--- src/rtl/assert_macros.svh ---
// Assertion macros for the RTL; only the back end (srsg_back) includes them.
`ifndef ASSERT_MACROS_SVH
`define ASSERT_MACROS_SVH

// Same-cycle implication, clocked on clk, off during reset.
`define SRSG_ASSERT_IMP(lbl, ante, cons) \
  lbl: assert property (@(posedge clk) disable iff (!rst_n) (ante) |-> (cons)) \
    else $error("same-cycle check failed");

// Next-cycle implication, clocked on clk, off during reset.
`define SRSG_ASSERT_NXT(lbl, ante, cons) \
  lbl: assert property (@(posedge clk) disable iff (!rst_n) (ante) |=> (cons)) \
    else $error("next-cycle check failed");

`endif

--- src/rtl/srsg_pkg.sv ---
// Shared types, constants and helpers for the serpentine raster sample generator.
package srsg_pkg;

  localparam int MAX_WIDTH   = 256;
  localparam int MAX_HEIGHT  = 256;
  localparam int PIXEL_BITS  = 8;
  localparam int STORE_DEPTH = 65536;
  localparam int STORE_AW    = 16;
  localparam int LEVEL_SHIFT = 4;
  localparam int HALF_LEVEL  = 2048;
  localparam int QUEUE_DEPTH = 2;

  localparam int DIM_W    = 9;
  localparam int ORIGIN_W = 12;
  localparam int LEVEL_W  = 12;
  localparam int GALVO_W  = 13;
  localparam int COUNT_W  = 17;
  localparam int COL_W    = 8;
  localparam int ROW_W    = 9;
  localparam int OP_W     = 2;
  localparam int CFG_AW   = 2;
  localparam int CFG_DW   = 12;
  localparam int OUT_DW   = 56;

  // Input op codes
  localparam logic [OP_W-1:0] OP_LOAD  = 2'd0;
  localparam logic [OP_W-1:0] OP_EMIT  = 2'd1;
  localparam logic [OP_W-1:0] OP_CLEAR = 2'd2;

  // Register indexes
  localparam logic [CFG_AW-1:0] REG_IMAGE_WIDTH  = 2'd0;
  localparam logic [CFG_AW-1:0] REG_IMAGE_HEIGHT = 2'd1;
  localparam logic [CFG_AW-1:0] REG_ORIGIN_X     = 2'd2;
  localparam logic [CFG_AW-1:0] REG_ORIGIN_Y     = 2'd3;

  typedef enum logic [1:0] {
    K_LOAD,
    K_EMIT,
    K_CLEAR
  } cmd_kind_t;

  typedef struct packed {
    cmd_kind_t              kind;
    logic [PIXEL_BITS-1:0]  pixel;
  } cmd_t;

  typedef struct packed {
    logic [DIM_W-1:0]    image_width;
    logic [DIM_W-1:0]    image_height;
    logic [ORIGIN_W-1:0] origin_x;
    logic [ORIGIN_W-1:0] origin_y;
  } cfg_t;

  typedef struct packed {
    logic [LEVEL_W-1:0] level;
    logic               above_half;
    logic [GALVO_W-1:0] galvo_x;
    logic [GALVO_W-1:0] galvo_y;
    logic [COUNT_W-1:0] samples_remaining;
    logic               scan_done;
  } result_t;

  // Dimension as used: zero reads as one, oversize clamps to the maximum.
  function automatic logic [DIM_W-1:0] eff_dim(input logic [DIM_W-1:0] v,
                                               input logic [DIM_W-1:0] vmax);
    logic [DIM_W-1:0] r;
    if (v == '0) r = DIM_W'(1);
    else if (v > vmax) r = vmax;
    else r = v;
    return r;
  endfunction

endpackage

--- src/rtl/srsg_front.sv ---
// Front end: accepts input transfers, decodes the op and queues commands.
module srsg_front (
  input  logic                          clk,
  input  logic                          rst_n,
  input  logic                          in_tvalid,
  output logic                          in_tready,
  input  logic [srsg_pkg::PIXEL_BITS-1:0] in_tdata,  // [7:0] pixel
  input  logic [srsg_pkg::OP_W-1:0]     in_tuser,  // [1:0] op
  output logic                          q_valid,
  output srsg_pkg::cmd_t                q_cmd,
  input  logic                          q_pop
);
  import srsg_pkg::*;

  localparam int QIDX_W = (QUEUE_DEPTH > 1) ? $clog2(QUEUE_DEPTH) : 1;
  localparam int QCNT_W = $clog2(QUEUE_DEPTH + 1);

  cmd_t              entry_r [QUEUE_DEPTH];
  logic [QIDX_W-1:0] wr_ptr_r, wr_ptr_nxt;
  logic [QIDX_W-1:0] rd_ptr_r, rd_ptr_nxt;
  logic [QCNT_W-1:0] count_r, count_nxt;

  logic      accept;
  logic      push;
  logic      pop;
  cmd_kind_t kind;
  logic      known_op;

  // op decode; the unused code is accepted and dropped
  always_comb begin
    kind     = K_LOAD;
    known_op = 1'b1;
    unique case (in_tuser)
      OP_LOAD:  kind = K_LOAD;
      OP_EMIT:  kind = K_EMIT;
      OP_CLEAR: kind = K_CLEAR;
      default:  known_op = 1'b0;
    endcase
  end

  assign in_tready = (count_r != QCNT_W'(QUEUE_DEPTH));
  assign accept    = in_tvalid && in_tready;
  assign push      = accept && known_op;
  assign q_valid   = (count_r != '0);
  assign pop       = q_pop && q_valid;
  assign q_cmd     = entry_r[rd_ptr_r];

  always_comb begin
    wr_ptr_nxt = wr_ptr_r;
    rd_ptr_nxt = rd_ptr_r;
    count_nxt  = count_r;
    if (push) begin
      wr_ptr_nxt = (wr_ptr_r == QIDX_W'(QUEUE_DEPTH - 1)) ? '0 : wr_ptr_r + 1'b1;
    end
    if (pop) begin
      rd_ptr_nxt = (rd_ptr_r == QIDX_W'(QUEUE_DEPTH - 1)) ? '0 : rd_ptr_r + 1'b1;
    end
    if (push && !pop) count_nxt = count_r + 1'b1;
    else if (pop && !push) count_nxt = count_r - 1'b1;
  end

  always_ff @(posedge clk) begin
    if (!rst_n) begin
      wr_ptr_r <= '0;
      rd_ptr_r <= '0;
      count_r  <= '0;
    end else begin
      wr_ptr_r <= wr_ptr_nxt;
      rd_ptr_r <= rd_ptr_nxt;
      count_r  <= count_nxt;
    end
    if (push) begin
      entry_r[wr_ptr_r] <= '{kind: kind, pixel: in_tdata};
    end
  end

endmodule

--- config.mk ---
export PLATFORM = sky130hd
export DESIGN_NAME = srsg_front
export DESIGN_NICKNAME = d
export VERILOG_FILES = /design/src/rtl/assert_macros.svh /design/src/rtl/srsg_pkg.sv /design/src/rtl/srsg_front.sv
export SDC_FILE = /design/constraint.sdc
export NUM_CORES = 1
export LEC_CHECK = 0
export BUFFER_PORTS_ARGS = -buffer_cell sky130_fd_sc_hd__clkbuf_2
export CORE_MARGIN = 5
export CORE_UTILIZATION = 32
export CTS_CLUSTER_DIAMETER = 60
export CTS_CLUSTER_SIZE = 25
export DETAILED_ROUTE_END_ITERATION = 12
export GPL_TIMING_DRIVEN = 0
export SLEW_MARGIN = 10
export SYNTH_ARGS = -nofsm -noshare
export SYNTH_HDL_FRONTEND = slang
export SYNTH_SLANG_ARGS = --single-unit
export TNS_END_PERCENT = 20
--- constraint.sdc ---
create_clock -name clk -period 3.58 [get_ports clk]
set_clock_uncertainty 0.2 [all_clocks]
set_input_delay 1.074 -clock clk [delete_from_list [all_inputs] [get_ports clk]]
set_output_delay 1.074 -clock clk [all_outputs]
set_load 0.01 [all_outputs]
# Word level (Yosys, flattened, before mapping)
# Memories as Yosys holds them, arrays and structs flattened. A register that Yosys moved wholly into a read port is not among the register bits.
# Cells that the tools add are included.
# classes
n_eq_ne,3
reduce_logical,11
add_sub_neg,4
mux,10
# op_table
cell,count
1-bit 2-to-1 mux,7
1-bit logical AND,5
2-bit 2-to-1 mux,2
2-bit one-hot mux with 2 select lines,1
2-bit nonzero test,2
3-bit OR reduction,1
"1-bit adder, second input constant",2
"2-bit by 1-bit adder with 2-bit output, second input constant",1
"2-bit by 1-bit equality test with 1-bit output, second input constant",1
"2-bit equality test, second input constant",1
1-bit logical NOT,2
2-bit logical NOT,1
"2-bit != test, second input constant",1
"2-bit by 1-bit subtractor with 2-bit output, second input constant",1
# word_totals
input_bits,14
ff_bits,4
word_cells,32
memories,1
out_inout_bits,12
mem_bits_rw,20
# memory_table
memory,words,word_bits,rd,rd_clocked_by_memory_dff,write_ports,line,text
entry_r,2,10,1,1,1,srsg_front.sv:18,cmd_t entry_r [QUEUE_DEPTH];

# Logic depth before layout (Yosys ltp)
# Gate-level depths: netlist of the first run.
# depth
word_depth,8
mapped_depth,6
ltp_nobuf,6

# Worst setup path after synthesis of the first run
# Ideal clock, no wire load.
# synth_path
path_kind,input to register
start,input in_tuser[1] in the netlist's numbering
end,"memory entry_r[0][0] in the netlist's numbering, enable pin"
arrival_time_ns,1.856
path_buffers,0
cell_stages,3
setup_time_ns,0.377
setup_slack_ns,1.146
required_ns,3.003
path_cell_list,nand2_1 > and3_1 > nor2b_1
# synth_via
elab_chain_cells,6
elab_cells_between_ends,8
classes_between,eq/ne: 2; mux: 3; reduce/logical: 3
# synth_lines
item,line,text
"start, declared",srsg_front.sv:8,"input logic [srsg_pkg::OP_W-1:0] in_tuser,"
"2-bit equality test, or another cell as far along",srsg_front.sv:33,unique case (in_tuser)
3-bit OR reduction (no line) *,-,
1-bit 2-to-1 mux *,srsg_front.sv:33,
1-bit logical AND *,srsg_front.sv:43,assign push = accept && known_op;
named net push,srsg_front.sv:24,logic push;
1-bit 2-to-1 mux *,srsg_front.sv:72,if (push) begin
1-bit 2-to-1 mux (not written as such) *,srsg_front.sv:73,"entry_r[wr_ptr_r] <= '{kind: kind, pixel: in_tdata};"
"end, declared",srsg_front.sv:18,
# Mark *: on every way through the listed nets, which the timed path passes. The rest lies on a longest branch.

==> flow_metrics.py, run 1 <==
metrics = {
    "outcome": {
        "outcome": "finished clean",
    },
    "critical_path": {
        "critPathTopFamily": "buffers and inverters",
        "cp_max_fo": 10,
        "cp-end-kind": "output pin",
        "critPathLaunchType": "flip-flop",
        "critPathArrivalTime_ps": 1370,
        "cpPeakStageDelay_ps": 360,
        "crit_buf_inv": 2,
        "timing.critical_path.slowest_stage_cell": "mux2_1",
        "crit_chain": "buf_2 -> mux2_1 -> clkbuf_2",
        "critical_path_class": "reg -> out",
        "required_ps": 2310,
    },
    "sta": {
        "rsz0062_at_grt": "no",
        "finalHoldViolCount": 0,
        "fin_crit_sh_pct": 73.9,
        "fin_setup_tns_ps": 0,
        "maxSlewHeadroom_pct": 38.4,
        "setup_viol": 0,
        "slew_viol_final": 0,
        "fin_crit_ps": 2650,
        "max_freq_mhz": 378,
        "worst_pin_slew_ps": 923,
    },
    "synthesis": {
        "yosys.area_share.simple_pct": 8.54,
        "seq_area_frac_synth_pct": 72.4,
        "yosysTopAreaCell": "edfxtp_1",
        "syn_nets": 73,
        "synthArstFlopShare_pct": 0,
        "synth_area_um2": 967,
        "synth.most_common_cell": "edfxtp_1",
        "synthAdderAreaFrac_pct": 1.29,
        "synth-xor-area-share_pct": 2.72,
        "syn_inst": 58,
        "ys_ff_latch": 25,
        "synth.area.mux_share_pct": 12.7,
        "ys.flop_type": "edfxtp_1",
        "synth_cell_type_count": 18,
        "postSynthAreaPerCell_um2": 16.7,
        "synth_compound_area_share_pct": 1.81,
        "synth_area_leaders": "edfxtp_1, mux2_1, dfxtp_1",
        "netlist.area_leader.share_pct": 62.1,
        "synth_top_family_by_area": "multiplexers",
        "synth_edf_count": 20,
        "synth_common_cells": "edfxtp_1, mux2_1, dfxtp_1",
        "yosys_warnings": 0,
    },
    "drt": {
        "drt-initial-drc-count": 10,
        "firstDrtPassIters": 3,
        "vias_per_cell": 4.37,
        "vias": 524,
        "postRouteAntennaNets": 0,
        "routed_wl_um": 1480,
        "post_drt_wl_per_cell_um": 12.3,
        "drc_errors": 0,
    },
    "run": {
        "cap_violations": 0,
    },
    "clock_tree": {
        "cts_made_buffers": 3,
        "clockBufferDepth": 2,
        "clk_pin_slew_ps": 130,
        "clock-sinks": 25,
        "cts_tree": "done",
        "htreeDepth": 1,
        "cts-root-buf": "clkbuf_4",
        "ctsResizeCount": 0,
        "post-cts-setup-buffer-count": 0,
        "cts_hold_buf": 0,
        "clk_latency_ps": 300,
    },
    "min_path": {
        "holdCritPathClass": "reg -> reg",
    },
    "floorplan": {
        "design.core.area_um2": 2980,
        "io_pins": 26,
        "start_util_pct": 32.5,
        "fp.dieW_um": 65.0,
        "die-area_um2": 4220,
        "die_h_um": 65.0,
        "rows": 20,
    },
    "global_route": {
        "gr-usage-met2_pct": 11.0,
        "met3_usage_pct": 3.29,
        "grt_util_met1_pct": 8.33,
        "grt-busiest-layer": "met2",
        "grt_pass1_wl_um": 2200,
        "track_usage_pct": 6.98,
        "antenna_found_initial": 0,
        "grt_max_degree": 14,
        "grt_pass1_vias": 504,
        "grt.overflow.total": 0,
    },
    "power": {
        "vdd_drop_max_mv": 0.241,
        "p_leak_nw": 0.454,
        "power_density_nw_per_um2": 630,
    },
    "finish": {
        "final_util_pct": 38.9,
        "drive_gt1_share_pct": 33.3,
        "synthToLayoutAreaGrowth_pct": 19.9,
        "fillCellCount": 293,
        "fin_nets": 103,
        "diodes": 0,
    },
    "placed_design": {
        "io_buffer_count": 25,
        "hpwlAfterDp_um": 1040,
        "gp_congestion": 0.662,
    },
}
logic make-up (layout without fill, tap and decap cells):
logic type               after synthesis  after routing
multiplexers                          11             11
AO/OA/AOI/OAI                          3              3
AND/OR/NAND/NOR                       14             14
flip-flops                            25             25
adder cells (fa/ha/maj)                1              1
XOR/XNOR                               3              3
buffers and inverters                  1             30
layout make-up:
class                           instances  area, um2  area share [%]
Buffer                                  1       5.00           0.432
Clock buffer                            4       26.3            2.27
Multi-Input combinational cell         32        262            22.5
Tap cell                               33       41.3            3.56
Sequential cell                        25        701            60.4
Timing Repair Buffer                   25        125            10.8
sequential cells by signal, indices dropped and copies added (netlist names), named ones only:
register	cells
count_r	2
entry_r	20
rd_ptr_r	1
wr_ptr_r	1
worst min-delay path, stage by stage (launching register included):
cell     delay (ps)
dfxtp_1         350
nand2_1          60
mux2i_1          50
per-layer routing:
layer | routed length (um) | vias to the layer above
met3 | 112 | 2
met5 | 0 | -
li1 | - | 269
met2 | 660 | 16
met1 | 693 | 237
met4 | 9 | 0
power breakdown:
group,switching [mW],leakage (nW),internal (mW)
sequential,0.0202,0.227,0.365
combinational,0.117,0.212,0.109
clock,0.0761,0.0150,0.0434
total,0.213,0.454,0.518
cells in the final DEF (no fill, tap or decap), drive strengths merged:
cell type and instances:
clkbuf 29, edfxtp 20, mux2 10, dfxtp 5, and2 4, nor2b 3
nand2b 2, nand2 2, xnor2 2, o21ai 2, and3 1, buf 1
or2 1, mux2i 1, xor2 1, or3 1, a21boi 1, ha 1
per-stage QoR:
step	setup slack, ps	hold WS [ps]	instances	power [mW]	instance area, um2
4_1_cts	904	295	120	0.741	1160
5_1_grt	842	310	120	0.774	1160
3_3_place_gp	731	261	116	0.617	1130
3_5_place_dp	731	277	116	0.624	1130
2_1_floorplan	1150	251	58	0.541	967
6_report	933	296	120	0.731	1160
path summary, 6_finish.rpt:
check	startpoint	to	slack (ps)	cells past startpoint
setup / recovery	flip-flop	q_cmd[0]	930	3
hold / removal	wr_ptr_r$_SDFFE_PN0P_	wr_ptr_r$_SDFFE_PN0P_	300	2
setup reg to reg	count_r[0]$_SDFFE_PN0P_	entry_r[0][2]$_DFFE_PP_	1440	3
hold reg to reg	wr_ptr_r$_SDFFE_PN0P_	wr_ptr_r$_SDFFE_PN0P_	300	2
(Power assumes the default switching activity.)
==> run 2, diff against run 1 <==
--- a/config.mk
+++ b/config.mk
@@ -5,6 +5,7 @@
 export SDC_FILE = /design/constraint.sdc
 export NUM_CORES = 1
 export LEC_CHECK = 0
+export ABC_AREA = 1
 export BUFFER_PORTS_ARGS = -buffer_cell sky130_fd_sc_hd__clkbuf_2
 export CORE_MARGIN = 5
 export CORE_UTILIZATION = 32
==> constraint.sdc (replaced) <==
create_clock -name clk -period 2.5 [get_ports clk]
set_clock_uncertainty 0.2 [all_clocks]
set_input_delay 0.75 -clock clk [delete_from_list [all_inputs] [get_ports clk]]
set_output_delay 0.75 -clock clk [all_outputs]
set_load 0.01 [all_outputs]
==> run 2 against run 1 <==
Effect of this change: utilization increased by 1.1 points; sequential power increased by 41%; critical path depth unchanged; largest cell class unchanged; critical path type unchanged; sequential share of layout area decreased by 2.6 points; worst setup slack got worse by 730 ps; via count increased by 19%.
==> flow_metrics.py, run 2 <==
metrics = {
    "finish": {
        "instances_no_fill": 147,
        "final_util_pct": 40.0,
        "largest_register_ffs": 20,
        "diodes": 0,
        "reg.largest.list": "entry_r x20, count_r x2",
        "final_common_cell": "clkbuf_2",
        "synthToLayoutAreaGrowth_pct": 21.2,
        "mostFrequentLayoutCells": "clkbuf_2, edfxtp_1, nand2_1",
        "fin_nets": 119,
        "drive_gt1_share_pct": 38.8,
        "final_cell_area_um2": 1210,
        "top_register": "entry_r",
    },
    "clock_tree": {
        "cts_hold_buf": 0,
        "clockBufferDepth": 2,
        "clock-sinks": 25,
        "htreeDepth": 1,
        "clk_latency_ps": 300,
        "clk_pin_slew_ps": 130,
        "ctsResizeCount": 0,
        "cts_made_buffers": 3,
        "post-cts-setup-buffer-count": 0,
        "cts_tree": "done",
        "cts-root-buf": "clkbuf_4",
    },
    "floorplan": {
        "die-area_um2": 4340,
        "design.core.area_um2": 3030,
        "io_pins": 26,
        "rows": 20,
        "start_util_pct": 33.0,
        "fp.dieW_um": 65.9,
        "die_h_um": 65.9,
    },
    "synthesis": {
        "synth_edf_count": 20,
        "yosys.area_share.simple_pct": 11.3,
        "synth_common_cells": "edfxtp_1, nand2_1, inv_1, mux2_1, nor2_1",
        "seq_area_frac_synth_pct": 70.1,
        "synth_area_um2": 1000,
        "synth_compound_area_share_pct": 1.88,
        "ys_ff_latch": 25,
        "synth_top_family_by_area": "simple AND/OR/NAND/NOR gates",
        "yosysTopAreaCell": "edfxtp_1",
        "synth_area_leaders": "edfxtp_1, dfxtp_1, mux2_1",
        "syn_inst": 74,
        "postSynthAreaPerCell_um2": 13.5,
        "ys.flop_type": "edfxtp_1",
        "syn_nets": 89,
        "synth_cell_type_count": 19,
        "synthArstFlopShare_pct": 0,
        "synth.area.mux_share_pct": 11.3,
        "netlist.area_leader.share_pct": 60.1,
        "synth-xor-area-share_pct": 0,
        "synthAdderAreaFrac_pct": 1.25,
        "synth.most_common_cell": "edfxtp_1",
        "yosys_warnings": 0,
    },
    "critical_path": {
        "reg2reg_slack_ps": 720,
        "cp-end-kind": "output pin",
        "critPathArrivalTime_ps": 1350,
        "required_ps": 1550,
        "crit_chain": "buf_2 -> mux2_2 -> clkbuf_2",
        "critPathLaunchType": "flip-flop",
        "cp_max_fo": 10,
        "critical_path_class": "reg -> out",
        "cpPeakStageDelay_ps": 360,
        "timing.critical_path.slowest_stage_cell": "mux2_2",
    },
    "sta": {
        "max_freq_mhz": 436,
        "setup_viol": 0,
        "rsz0062_at_grt": "no",
        "fin_crit_sh_pct": 91.8,
        "maxSlewHeadroom_pct": 46.5,
        "worst_slack_ps": 205,
        "slew_viol_final": 0,
        "finalHoldViolCount": 0,
        "fin_crit_ps": 2300,
        "worst_pin_slew_ps": 799,
    },
    "power": {
        "p_leak_nw": 0.504,
        "vdd_drop_max_mv": 0.501,
        "power_density_nw_per_um2": 844,
    },
    "global_route": {
        "grt_max_degree": 14,
        "grt_pass1_vias": 675,
        "track_usage_pct": 8.30,
        "grt_pass1_wl_um": 2780,
        "grt.overflow.total": 0,
        "antenna_found_initial": 0,
    },
    "min_path": {
        "holdCritPathClass": "reg -> reg",
    },
    "drt": {
        "drc_errors": 0,
        "firstDrtPassIters": 3,
        "vias_per_cell": 4.24,
        "drt-initial-drc-count": 8,
        "vias": 624,
        "postRouteAntennaNets": 0,
        "post_drt_wl_per_cell_um": 10.8,
        "routed_wl_um": 1580,
    },
    "placed_design": {
        "pre_cts_slack_ps": 212,
        "io_buffer_count": 25,
        "placedCellCount": 143,
        "gp_congestion": 0.666,
        "hpwlAfterDp_um": 1230,
        "postPlaceCellArea_um2": 1180,
    },
    "outcome": {
        "outcome": "finished clean",
    },
    "run": {
        "cap_violations": 0,
    },
}
==> run 2: cell count changes in the layout (fill, tap and decap cells not counted), moves of 2 or more <==
cell / delta
inv_1: +8
nand2_1: +7
nor2_1: +7
and2_1: -4
nor2b_1: -3
inv_2: +2
mux2_1: -2
mux2_2: +2
nand2_2: +2
nand2b_1: -2
nor2_2: +2
xnor2_1: -2
==> run 2: metrics by stage <==
step	power, mW	setup TNS (ps)	hold WS, ps
after detailed placement	0.873	0	289
after floorplan	0.761	0	265
after global routing	1.11	0	368
after global placement	0.858	-2510	279
final	1.02	0	324
after CTS	1.04	0	320
==> run 2: layer usage <==
layer | GRT usage [%] | vias up | routed length, um
met4 | 2.33 | 0 | 0
li1 | - | 310 | -
met1 | 8.20 | 297 | 639
met3 | 3.06 | 0 | 144
met2 | 15.9 | 17 | 797
met5 | 0 | - | 0
==> run 2: cells by family after synthesis <==
kind of cell	after synthesis
AOI/OAI and AO/OA	3
DFF	25
and+or+nand+nor	24
adders and majority gates	1
buffers and inverters	11
muxes	10
==> run 2: path summary, 6_finish.rpt <==
check	start	end	cells after the start
min reg2reg	rd_ptr_r$_SDFFE_PN0P_	flip-flop	2
max	flip-flop	q_cmd[3]	3
max reg2reg	count_r[0]$_SDFFE_PN0P_	entry_r[0][1]$_DFFE_PP_	2
min	rd_ptr_r$_SDFFE_PN0P_	flip-flop	2
==> run 2: cell type report <==
| cell class | instances | area, um2 |
|---|---|---|
| Tap cell | 44 | 55.1 |
| Buffer | 1 | 5.00 |
| Multi-Input combinational cell | 38 | 262 |
| Fill cell | 314 | 1820 |
| Clock buffer | 4 | 26.3 |
| Timing Repair Buffer | 25 | 125 |
| Inverter | 10 | 37.5 |
| Sequential cell | 25 | 701 |
==> run 2: power by group <==
| group | internal [mW] | total, mW | switching, mW |
|---|---|---|---|
| Combinational | 0.129 | 0.308 | 0.179 |
| Clock | 0.0621 | 0.170 | 0.108 |
| Sequential | 0.515 | 0.544 | 0.0288 |
==> run 2: critical path: cells and delay by family, from the launching register on <==
family / cells / cell delay, ps
multiplexers: 1 / 360
flip-flops: 1 / 320
buffers and inverters: 2 / 370
